**src/rtl/core/hsa_pkg.sv**
```systemverilog
// ----------------------------------------------------------------------------
// hsa_pkg: shared types for the heap sort array block
// Data width and the signed value type carried on both stream channels.
// ----------------------------------------------------------------------------
`default_nettype none

package hsa_pkg;

  localparam int unsigned DATA_W = 32;

  typedef logic signed [DATA_W-1:0] data_t;

endpackage

`default_nettype wire

```
**src/rtl/core/heap_sort_array_top.sv**
```systemverilog
// ----------------------------------------------------------------------------
// heap_sort_array_top: collect-then-sort block for signed 32-bit values
// Stores incoming values, heap-sorts them in place and streams them out
// in ascending order.
// ----------------------------------------------------------------------------
// Usage:
//   Input beats on the s_axis channel carry one signed value each in tdata.
//   Values are written to an internal store, one beat per cycle, until a beat
//   with tlast high arrives or the beat that fills the store (MAX_ITEMS
//   values) arrives. That beat closes the set.
//   The set is then sorted by an in-place max-heap sort. A small sequencer
//   drives one memory read port, one write port and a single signed
//   comparator. Each sift level steps through a child check, a left-child
//   read, a right-child read when that child exists and a compare; the
//   store's single read port sets that order.
//   The sorted values leave on the m_axis channel in ascending order; each
//   beat is read from the store and then loaded, and tlast marks the
//   greatest value of the set. A set of one value goes straight to output.
//   s_axis_tready_o is high only while the block collects values; during the
//   sort and the output phase it is low.
//   The output is a register stage: when the receiver stalls, the held beat
//   stays and the sequencer waits. Once the last beat of a set is loaded the
//   block collects the next set, even while that beat still waits.
//   Reset empties the store and clears the output; the store contents need no
//   clearing since only values of the current set are ever read.
// ----------------------------------------------------------------------------
`default_nettype none

module heap_sort_array_top #(
  parameter int unsigned MAX_ITEMS = 16
) (
  input  wire logic           clk_i,
  input  wire logic           rst_ni,
  // Input beats. tdata: sample_value [31:0].
  input  wire logic           s_axis_tvalid_i,
  output logic                s_axis_tready_o,
  input  wire hsa_pkg::data_t s_axis_tdata_i,
  input  wire logic           s_axis_tlast_i,   // is_final
  // Result beats. tdata: sorted_value [31:0].
  output logic                m_axis_tvalid_o,
  input  wire logic           m_axis_tready_i,
  output hsa_pkg::data_t      m_axis_tdata_o,
  output logic                m_axis_tlast_o    // end_of_run
);
  import hsa_pkg::*;

  localparam int unsigned AW = $clog2(MAX_ITEMS);
  localparam int unsigned CW = $clog2(MAX_ITEMS + 1);

  typedef enum logic [3:0] {
    ST_IDLE,
    ST_SIFT_TOP,
    ST_SIFT_CUR,
    ST_SIFT_CHK,
    ST_SIFT_L,
    ST_SIFT_R,
    ST_SIFT_CMP,
    ST_SIFT_PUT,
    ST_EXT_RD0,
    ST_EXT_RDI,
    ST_EXT_SWP,
    ST_EMIT_RD,
    ST_EMIT_LD
  } state_e;

  state_e          state_q;
  logic [CW-1:0]   cnt_q;
  logic [AW-1:0]   nlast_q;   // index of the greatest entry of the set
  logic [AW-1:0]   last_q;    // last heap index of the current sift
  logic [AW-1:0]   node_q;    // hole being sifted
  logic [AW-1:0]   i_q;       // build / extraction counter
  logic [AW-1:0]   k_q;       // output index
  logic [AW-1:0]   big_q;     // chosen child
  logic            ext_q;     // 0 while building the heap, 1 while extracting
  data_t           cur_q;     // value being sifted down
  data_t           bigv_q;    // value of the chosen child, or the extracted max
  logic            m_valid_q;
  data_t           m_data_q;
  logic            m_last_q;

  // Store with one write port and one registered read port.
  data_t           mem [MAX_ITEMS];
  data_t           rdata_q;
  logic [AW-1:0]   rd_addr;
  logic            we;
  logic [AW-1:0]   wa;
  data_t           wd;

  logic            s_fire;
  logic            close_set;
  logic [CW-1:0]   n_half;
  logic [AW:0]     lc;
  logic [AW:0]     rc;
  logic            has_right;
  logic            out_free;
  logic            emit_load;
  data_t           cmp_a;
  data_t           cmp_b;
  logic            a_lt_b;

  assign s_axis_tready_o = (state_q == ST_IDLE);
  assign s_fire          = s_axis_tvalid_i && s_axis_tready_o;
  assign close_set       = s_axis_tlast_i || (cnt_q == CW'(MAX_ITEMS - 1));
  assign n_half          = (cnt_q + CW'(1)) >> 1;

  // Node 0 has node 1 as its only child; node k has children 2k and 2k+1.
  assign lc        = (node_q == '0) ? (AW+1)'(1) : {node_q, 1'b0};
  assign rc        = lc + (AW+1)'(1);
  assign has_right = (node_q != '0) && (rc <= {1'b0, last_q});
  assign out_free  = !m_valid_q || m_axis_tready_i;
  assign emit_load = (state_q == ST_EMIT_LD) && out_free;

  // The one shared comparator: right child against left, or sifted value
  // against the larger child.
  always_comb begin
    if (state_q == ST_SIFT_R) begin
      cmp_a = rdata_q;
    end else begin
      cmp_a = cur_q;
    end
    cmp_b  = bigv_q;
    a_lt_b = cmp_a < cmp_b;
  end

  always_comb begin
    case (state_q)
      ST_SIFT_TOP: rd_addr = node_q;
      ST_SIFT_CHK: rd_addr = lc[AW-1:0];
      ST_SIFT_L:   rd_addr = rc[AW-1:0];
      ST_EXT_RD0:  rd_addr = '0;
      ST_EXT_RDI:  rd_addr = i_q;
      ST_EMIT_RD:  rd_addr = k_q;
      ST_EMIT_LD:  rd_addr = k_q;
      default:     rd_addr = '0;
    endcase
  end

  always_comb begin
    we = 1'b0;
    wa = node_q;
    wd = cur_q;
    case (state_q)
      ST_IDLE: begin
        we = s_fire;
        wa = cnt_q[AW-1:0];
        wd = s_axis_tdata_i;
      end
      ST_SIFT_CMP: begin
        we = a_lt_b;
        wd = bigv_q;
      end
      ST_SIFT_PUT: begin
        we = 1'b1;
      end
      ST_EXT_SWP: begin
        we = 1'b1;
        wa = i_q;
        wd = bigv_q;
      end
      default: begin
        we = 1'b0;
      end
    endcase
  end

  always_ff @(posedge clk_i) begin
    if (we) begin
      mem[wa] <= wd;
    end
    rdata_q <= mem[rd_addr];
  end

  always_ff @(posedge clk_i or negedge rst_ni) begin
    if (!rst_ni) begin
      state_q   <= ST_IDLE;
      cnt_q     <= '0;
      nlast_q   <= '0;
      last_q    <= '0;
      node_q    <= '0;
      i_q       <= '0;
      k_q       <= '0;
      big_q     <= '0;
      ext_q     <= 1'b0;
      cur_q     <= '0;
      bigv_q    <= '0;
      m_valid_q <= 1'b0;
      m_data_q  <= '0;
      m_last_q  <= 1'b0;
    end else begin
      if (m_valid_q && m_axis_tready_i && !emit_load) begin
        m_valid_q <= 1'b0;
      end
      case (state_q)
        ST_IDLE: begin
          if (s_fire) begin
            if (close_set) begin
              cnt_q   <= '0;
              nlast_q <= cnt_q[AW-1:0];
              last_q  <= cnt_q[AW-1:0];
              ext_q   <= 1'b0;
              k_q     <= '0;
              i_q     <= AW'(n_half);
              node_q  <= AW'(n_half);
              if (cnt_q == '0) begin
                state_q <= ST_EMIT_RD;
              end else begin
                state_q <= ST_SIFT_TOP;
              end
            end else begin
              cnt_q <= cnt_q + CW'(1);
            end
          end
        end
        ST_SIFT_TOP: begin
          state_q <= ST_SIFT_CUR;
        end
        ST_SIFT_CUR: begin
          cur_q   <= rdata_q;
          state_q <= ST_SIFT_CHK;
        end
        ST_SIFT_CHK: begin
          if (lc > {1'b0, last_q}) begin
            state_q <= ST_SIFT_PUT;
          end else begin
            state_q <= ST_SIFT_L;
          end
        end
        ST_SIFT_L: begin
          big_q  <= lc[AW-1:0];
          bigv_q <= rdata_q;
          if (has_right) begin
            state_q <= ST_SIFT_R;
          end else begin
            state_q <= ST_SIFT_CMP;
          end
        end
        ST_SIFT_R: begin
          // Ties go to the right child.
          if (!a_lt_b) begin
            big_q  <= rc[AW-1:0];
            bigv_q <= rdata_q;
          end
          state_q <= ST_SIFT_CMP;
        end
        ST_SIFT_CMP: begin
          if (a_lt_b) begin
            node_q  <= big_q;
            state_q <= ST_SIFT_CHK;
          end else begin
            state_q <= ST_SIFT_PUT;
          end
        end
        ST_SIFT_PUT: begin
          if (!ext_q) begin
            if (i_q == '0) begin
              ext_q   <= 1'b1;
              i_q     <= nlast_q;
              state_q <= ST_EXT_RD0;
            end else begin
              i_q     <= i_q - AW'(1);
              node_q  <= i_q - AW'(1);
              state_q <= ST_SIFT_TOP;
            end
          end else begin
            if (i_q == AW'(1)) begin
              k_q     <= '0;
              state_q <= ST_EMIT_RD;
            end else begin
              i_q     <= i_q - AW'(1);
              state_q <= ST_EXT_RD0;
            end
          end
        end
        ST_EXT_RD0: begin
          state_q <= ST_EXT_RDI;
        end
        ST_EXT_RDI: begin
          bigv_q  <= rdata_q;
          state_q <= ST_EXT_SWP;
        end
        ST_EXT_SWP: begin
          // The heap top moves to the end; the end value sifts from the root.
          cur_q   <= rdata_q;
          node_q  <= '0;
          last_q  <= i_q - AW'(1);
          state_q <= ST_SIFT_CHK;
        end
        ST_EMIT_RD: begin
          state_q <= ST_EMIT_LD;
        end
        ST_EMIT_LD: begin
          if (out_free) begin
            m_valid_q <= 1'b1;
            m_data_q  <= rdata_q;
            m_last_q  <= (k_q == nlast_q);
            if (k_q == nlast_q) begin
              state_q <= ST_IDLE;
            end else begin
              k_q     <= k_q + AW'(1);
              state_q <= ST_EMIT_RD;
            end
          end
        end
        default: begin
          state_q <= ST_IDLE;
        end
      endcase
    end
  end

  assign m_axis_tvalid_o = m_valid_q;
  assign m_axis_tdata_o  = m_data_q;
  assign m_axis_tlast_o  = m_last_q;

  // A closing beat always starts a sort or an output phase.
  a_close_leaves_idle: assert property (@(posedge clk_i) disable iff (!rst_ni)
    (s_fire && close_set) |=> !s_axis_tready_o)
    else $error("collection continued after a closing beat");

  // The chosen child lies below the hole and inside the heap.
  a_child_in_heap: assert property (@(posedge clk_i) disable iff (!rst_ni)
    (state_q == ST_SIFT_CMP) |-> ((big_q <= last_q) && (big_q != node_q)))
    else $error("sift chose a child outside the heap");

  // Extraction never swaps the root with itself.
  a_ext_index: assert property (@(posedge clk_i) disable iff (!rst_ni)
    (state_q == ST_EXT_SWP) |-> (i_q != '0))
    else $error("extraction index reached the root");

  // A result beat is loaded only into a free output register.
  a_no_overwrite: assert property (@(posedge clk_i) disable iff (!rst_ni)
    (m_valid_q && !m_axis_tready_i && (state_q == ST_EMIT_LD)) |=>
      (state_q == ST_EMIT_LD))
    else $error("output register overwritten while stalled");

endmodule

`default_nettype wire
```
**config.mk**
```make
export PLATFORM = sky130hd
export DESIGN_NAME = heap_sort_array_top
export DESIGN_NICKNAME = d
export VERILOG_FILES = /design/src/rtl/core/hsa_pkg.sv /design/src/rtl/core/heap_sort_array_top.sv
export SDC_FILE = /design/constraint.sdc
export NUM_CORES = 1
export LEC_CHECK = 0
export BUFFER_PORTS_ARGS = -buffer_cell sky130_fd_sc_hd__clkbuf_2
export CAP_MARGIN = 30
export CORE_ASPECT_RATIO = 1.5
export CORE_MARGIN = 8
export CORE_UTILIZATION = 35
export CTS_BUF_LIST = sky130_fd_sc_hd__clkbuf_8
export DETAILED_ROUTE_END_ITERATION = 10
export SLEW_MARGIN = 20
export SYNTH_ARGS = -nofsm -noshare
export SYNTH_HDL_FRONTEND = slang
export SYNTH_SLANG_ARGS = --single-unit
```
**constraint.sdc**
```tcl
create_clock -name clk_i -period 8.99 [get_ports clk_i]
set_clock_uncertainty 0.15 [all_clocks]
set_input_delay 2.2475 -clock clk_i [delete_from_list [all_inputs] [get_ports clk_i]]
set_output_delay 2.2475 -clock clk_i [all_outputs]
set_load 0.005 [all_outputs]
```
==> results summary <==
The endpoint identified for the worst register-to-register timing path is mem[8][25]. The total leakage power is 0.01155 uW. The critical path ends at mem[8][25].

In this run, distinct cell masters in the synthesized netlist total 70. The synthesized-area fraction occupied by ao, oa, aoi and oai cells came out at 0.1218. The time the worst path needs with I/O delays and setup is 5975 ps.

The insertion delay to the later sink of the worst-skew pair came out at 710 ps. The number of routed nets with antenna violations is 0. The vertical extent of the die came out at 367.3 um.

The die is 250.2 um wide. The routed length per placed instance is 21.38 um. The number of design rule violations left after detail routing is 0.

STA classifies the critical path startpoint as a flip-flop. The final design instance area without fill is 0.03250 mm^2. Of the total synthesized cell area, the portion taken by AND, OR, NAND and NOR gates is 0.09897. The routability-driven placement congestion ratio came out at 0.8724. The Yosys step of the flow raised 0 warnings. In the synthesized netlist, the number of instances is 2,192. The maximum root-to-sink buffer count is 3.

The setup slack on the worst flop-to-flop path came out at 3020 ps. The detailed-routing iteration count for the pre-antenna-repair pass came out at 6. The synthesized design contains 512 enable-type register cells.

The net count of the mapped netlist came out at 2,274. The area fraction of the dominant cell type after synthesis came out at 0.5339. The sequential cell area fraction in the yosys report is 0.6708.

By area the synthesized netlist is led by sky130_fd_sc_hd__edfxtp_1, sky130_fd_sc_hd__dfrtp_1, sky130_fd_sc_hd__nand2_1. Averaged over all synthesized cells, the footprint is 13.14 um^2. Measured against its own limit, the worst slew margin works out to 0.3305. The startpoint identified for the worst register-to-register timing path is state_q[3]. The clock transition at the registers of the reported paths came out at 70 ps.

The final-report setup violation count is 0. In the finished design, the share of the clock period the worst path needs comes to 0.6646. The number of clock buffers inserted by TritonCTS came out at 95. The initial utilization of the core area, before any placement, comes to 0.3512. The signal on the critical path passes through nor4bb_4, buf_4, mux2_2, ha_1, nand4_1, nor3_1, o221ai_1, o2111ai_1, a211oi_2, xnor2_1, a21oi_1, nor2_4, buf_16. The maximum VDD drop is 0.3712 mV. The first-pass GRT wire length is 110,400 um. The clock sink count came out at 676. At the end of the flow the core is filled with cells to 0.3964. In the global route stage, overall resource usage came out at 0.1529.

In this run the count of I/O pins placed on the die edge is 72. The switching part of the total power is 0.3948. The required time of the critical path is 9200 ps.

The die area came out at 0.09191 mm^2. The remaining global-route overflow came out at 0. The share of flip-flops with an asynchronous set or reset after synthesis is 0.1953. The detailed-placement wirelength estimate came out at 46,060 um. The post-CTS setup-driven buffer insertion count is 0.

The layout net count came out at 2,328. The cell area power density came out at 381.8 mW/mm^2. The initial antenna violation count is 1. The row count came out at 129.

The maximum number of pins on one net before global-route repair is 190. The internal power of the cells is 7510 uW. The H-tree was split into 3 levels. The via count normalized by instance count came out at 5.374. The share of cells above drive strength 1 is 0.1681. The number of global-route vias before repair is 18,540. The synthesized netlist occupies a cell area of 0.02880 mm^2. For this block, the via count after detailed routing is 18,140. The peak per-stage delay on the critical path came out at 690 ps. At the worst endpoint, the arrival time is 6180 ps. TritonCTS built the clock tree. The violation count after the first detailed-routing iteration came out at 1,280. The number of buffers added on ports is 71.

The share of total power dissipated in combinational logic is 0.397. The multi-input logic area is 0.008852 mm^2. The number of pins with negative max-slew slack in the final report came out at 0. The total length of routed wires came out at 72,160 um.

The net switching component of the power is 4899 uW. The cell at the root of the clock tree is sky130_fd_sc_hd__clkbuf_8. In the synthesized netlist the dominant register cell turns out to be sky130_fd_sc_hd__edfxtp_1. The number of violations of the max-capacitance limit is 0.

The top cell types in the final layout, fill and taps aside, are sky130_fd_sc_hd__edfxtp_1, sky130_fd_sc_hd__nand2_1, sky130_fd_sc_hd__a211oi_1. The library cell used most frequently in the layout, excluding fill and tap cells, is sky130_fd_sc_hd__edfxtp_1. Fill cells in the final layout number 7,603.

The final-report hold violation count was 0. The number of gates resized after cts came out at 0. The critical-path maximum fanout came out at 35. The kind of cell with the highest combined delay along the critical path is simple AND/OR/NAND/NOR gates.

The fraction of synthesized area in multiplexers is 0.05826. Of the total power, registers draw 0.414. The adder-cell share of the synthesized area is 0.01955. The slew at the pin with the worst max-slew slack is 1004 ps. The worst setup path is of the reg -> reg kind. After synthesis, the largest family of logic cells by area is compound AO/OA/AOI/OAI gates. Setup repair after global routing left no endpoint under its margin. The worst register-to-register path has a depth of 13. Among all stages on the critical path, the largest delay is contributed by sky130_fd_sc_hd__dfrtp_1. The relative contribution of the clock network to total power came out at 0.190. The number of gates on the worst path with buffers counted is 13. The area taken by flip-flops and latches came out at 0.01932 mm^2. The instance area at placement is 0.03054 mm^2. The critical path contains buffers and inverters numbering 2 combined. The register bit total from synthesis came out at 676. The flow ran to the end, and the final reports show no timing, DRC or antenna violations. The area added between synthesis and finish is 12.86%. The setup TNS came out at 0 ps. The path class of the lowest-slack min-delay path is reg -> reg. Of all cell types, the one taking the most synthesized area is sky130_fd_sc_hd__edfxtp_1. The floorplan core area is 0.08199 mm^2.

The number of hold buffers added after cts is 0. The worst setup path is captured at a flip-flop. The fmax is 167.4 MHz. Of the total synthesized cell area, the portion taken by XOR and XNOR cells is 0.003041. The launch point of the critical path is state_q[3].
## routing by layer
metal / vias to the layer above / share of wire / GRT usage
li1: 8352 / - / -
met4: 0 / 0.029 / 0.05605
met3: 141 / 0.045 / 0.02179
met5: - / 0 / 0
met2: 472 / 0.52 / 0.2750
met1: 9172 / 0.41 / 0.1844
## worst min path at each step
stage                                   from                 end  slack (ps)  depth (start not counted)
after floorplan                     cnt_q[4]            cnt_q[4]         300                          2
after global placement              cnt_q[4]            cnt_q[4]         320                          2
after detailed placement            cnt_q[4]            cnt_q[4]         340                          2
after CTS                           cnt_q[4]            cnt_q[4]         350                          2
after global routing      m_axis_tdata_o[15]  m_axis_tdata_o[15]         370                          1
final                               cnt_q[4]            cnt_q[4]         350                          2
## sequential cells by signal (all words and copies together) (netlist names), 4 cells and up
signal / cells
bigv_q: 32
cur_q: 32
nlast_q: 4
k_q: 4
cnt_q: 5
last_q: 4
big_q: 4
mem: 512
state_q: 4
rdata_q: 32
m_axis_tdata_o: 32
i_q: 4
node_q: 4
## stage by stage
stage | total power, uW | setup WS, ps | hold WS (ps) | instances
after floorplan | 8298 | 3644 | 298.5 | 2192
after global placement | 9896 | 3072 | 321.8 | 3180
after detailed placement | 10090 | 2968 | 337.0 | 3193
after CTS | 12460 | 2908 | 351.6 | 3370
after global routing | 13110 | 2697 | 367.7 | 3375
final | 12410 | 3015 | 347.1 | 3375
## worst register-to-register path, cell delays in order, from the launching register on
cell and delay (ps):
sky130_fd_sc_hd__dfrtp_1 690, sky130_fd_sc_hd__nor4bb_4 390, sky130_fd_sc_hd__buf_4 460, sky130_fd_sc_hd__mux2_2 410, sky130_fd_sc_hd__ha_1 460, sky130_fd_sc_hd__nand4_1 160
sky130_fd_sc_hd__nor3_1 370, sky130_fd_sc_hd__o221ai_1 230, sky130_fd_sc_hd__o2111ai_1 220, sky130_fd_sc_hd__a211oi_2 120, sky130_fd_sc_hd__xnor2_1 600, sky130_fd_sc_hd__a21oi_1 480
sky130_fd_sc_hd__nor2_4 620, sky130_fd_sc_hd__buf_16 250
## synth_stat cells, types with 10 or more instances
cell / count
sky130_fd_sc_hd__nor3_1: 11
sky130_fd_sc_hd__clkbuf_1: 108
sky130_fd_sc_hd__a21oi_1: 95
sky130_fd_sc_hd__ha_1: 45
sky130_fd_sc_hd__nor2_1: 52
sky130_fd_sc_hd__a311oi_1: 64
sky130_fd_sc_hd__o21ai_0: 26
sky130_fd_sc_hd__inv_1: 47
sky130_fd_sc_hd__mux2_4: 20
sky130_fd_sc_hd__mux2_2: 107
sky130_fd_sc_hd__dfrtp_1: 132
sky130_fd_sc_hd__and2_1: 50
sky130_fd_sc_hd__edfxtp_1: 512
sky130_fd_sc_hd__a22oi_1: 35
sky130_fd_sc_hd__nand2_1: 378
sky130_fd_sc_hd__a211oi_1: 166
sky130_fd_sc_hd__dfxtp_1: 32
sky130_fd_sc_hd__buf_2: 31
sky130_fd_sc_hd__and2_0: 81
sky130_fd_sc_hd__mux2_1: 10
sky130_fd_sc_hd__a31oi_1: 66
## power by group through the flow
| stage | clock, uW | sequential [uW] | combinational (uW) |
|---|---|---|---|
| 2_1_floorplan | 0 | 4960 | 3340 |
| 3_3_place_gp | 0 | 5180 | 4720 |
| 3_5_place_dp | 0 | 5190 | 4900 |
| 4_1_cts | 2420 | 5130 | 4910 |
| 5_1_grt | 2530 | 5190 | 5380 |
| 6_report | 2350 | 5130 | 4920 |
## cells by family (layout without fill, tap and decap cells)
logic type / after synthesis / count (layout)
flip-flops: 676 / 676
AO/OA/AOI/OAI: 502 / 502
XOR/XNOR: 10 / 10
AND/OR/NAND/NOR: 622 / 622
multiplexers: 143 / 143
buffers and inverters: 194 / 328
adder cells (fa/ha/maj): 45 / 45
other: 0 / 1
## cell type report
| cell class | count | share of cell area |
|---|---|---|
| flip-flops and latches | 676 | 0.5943 |
| multi-input cells | 1322 | 0.2723 |
| clock buffers | 102 | 0.04319 |
| well taps | 1048 | 0.04034 |
| repair buffers | 104 | 0.03014 |
| clock inverters | 75 | 0.01413 |
| inverters | 47 | 0.005428 |
| diodes | 1 | 0.00007699 |
No activity file was read; power rests on OpenSTA's default activity.
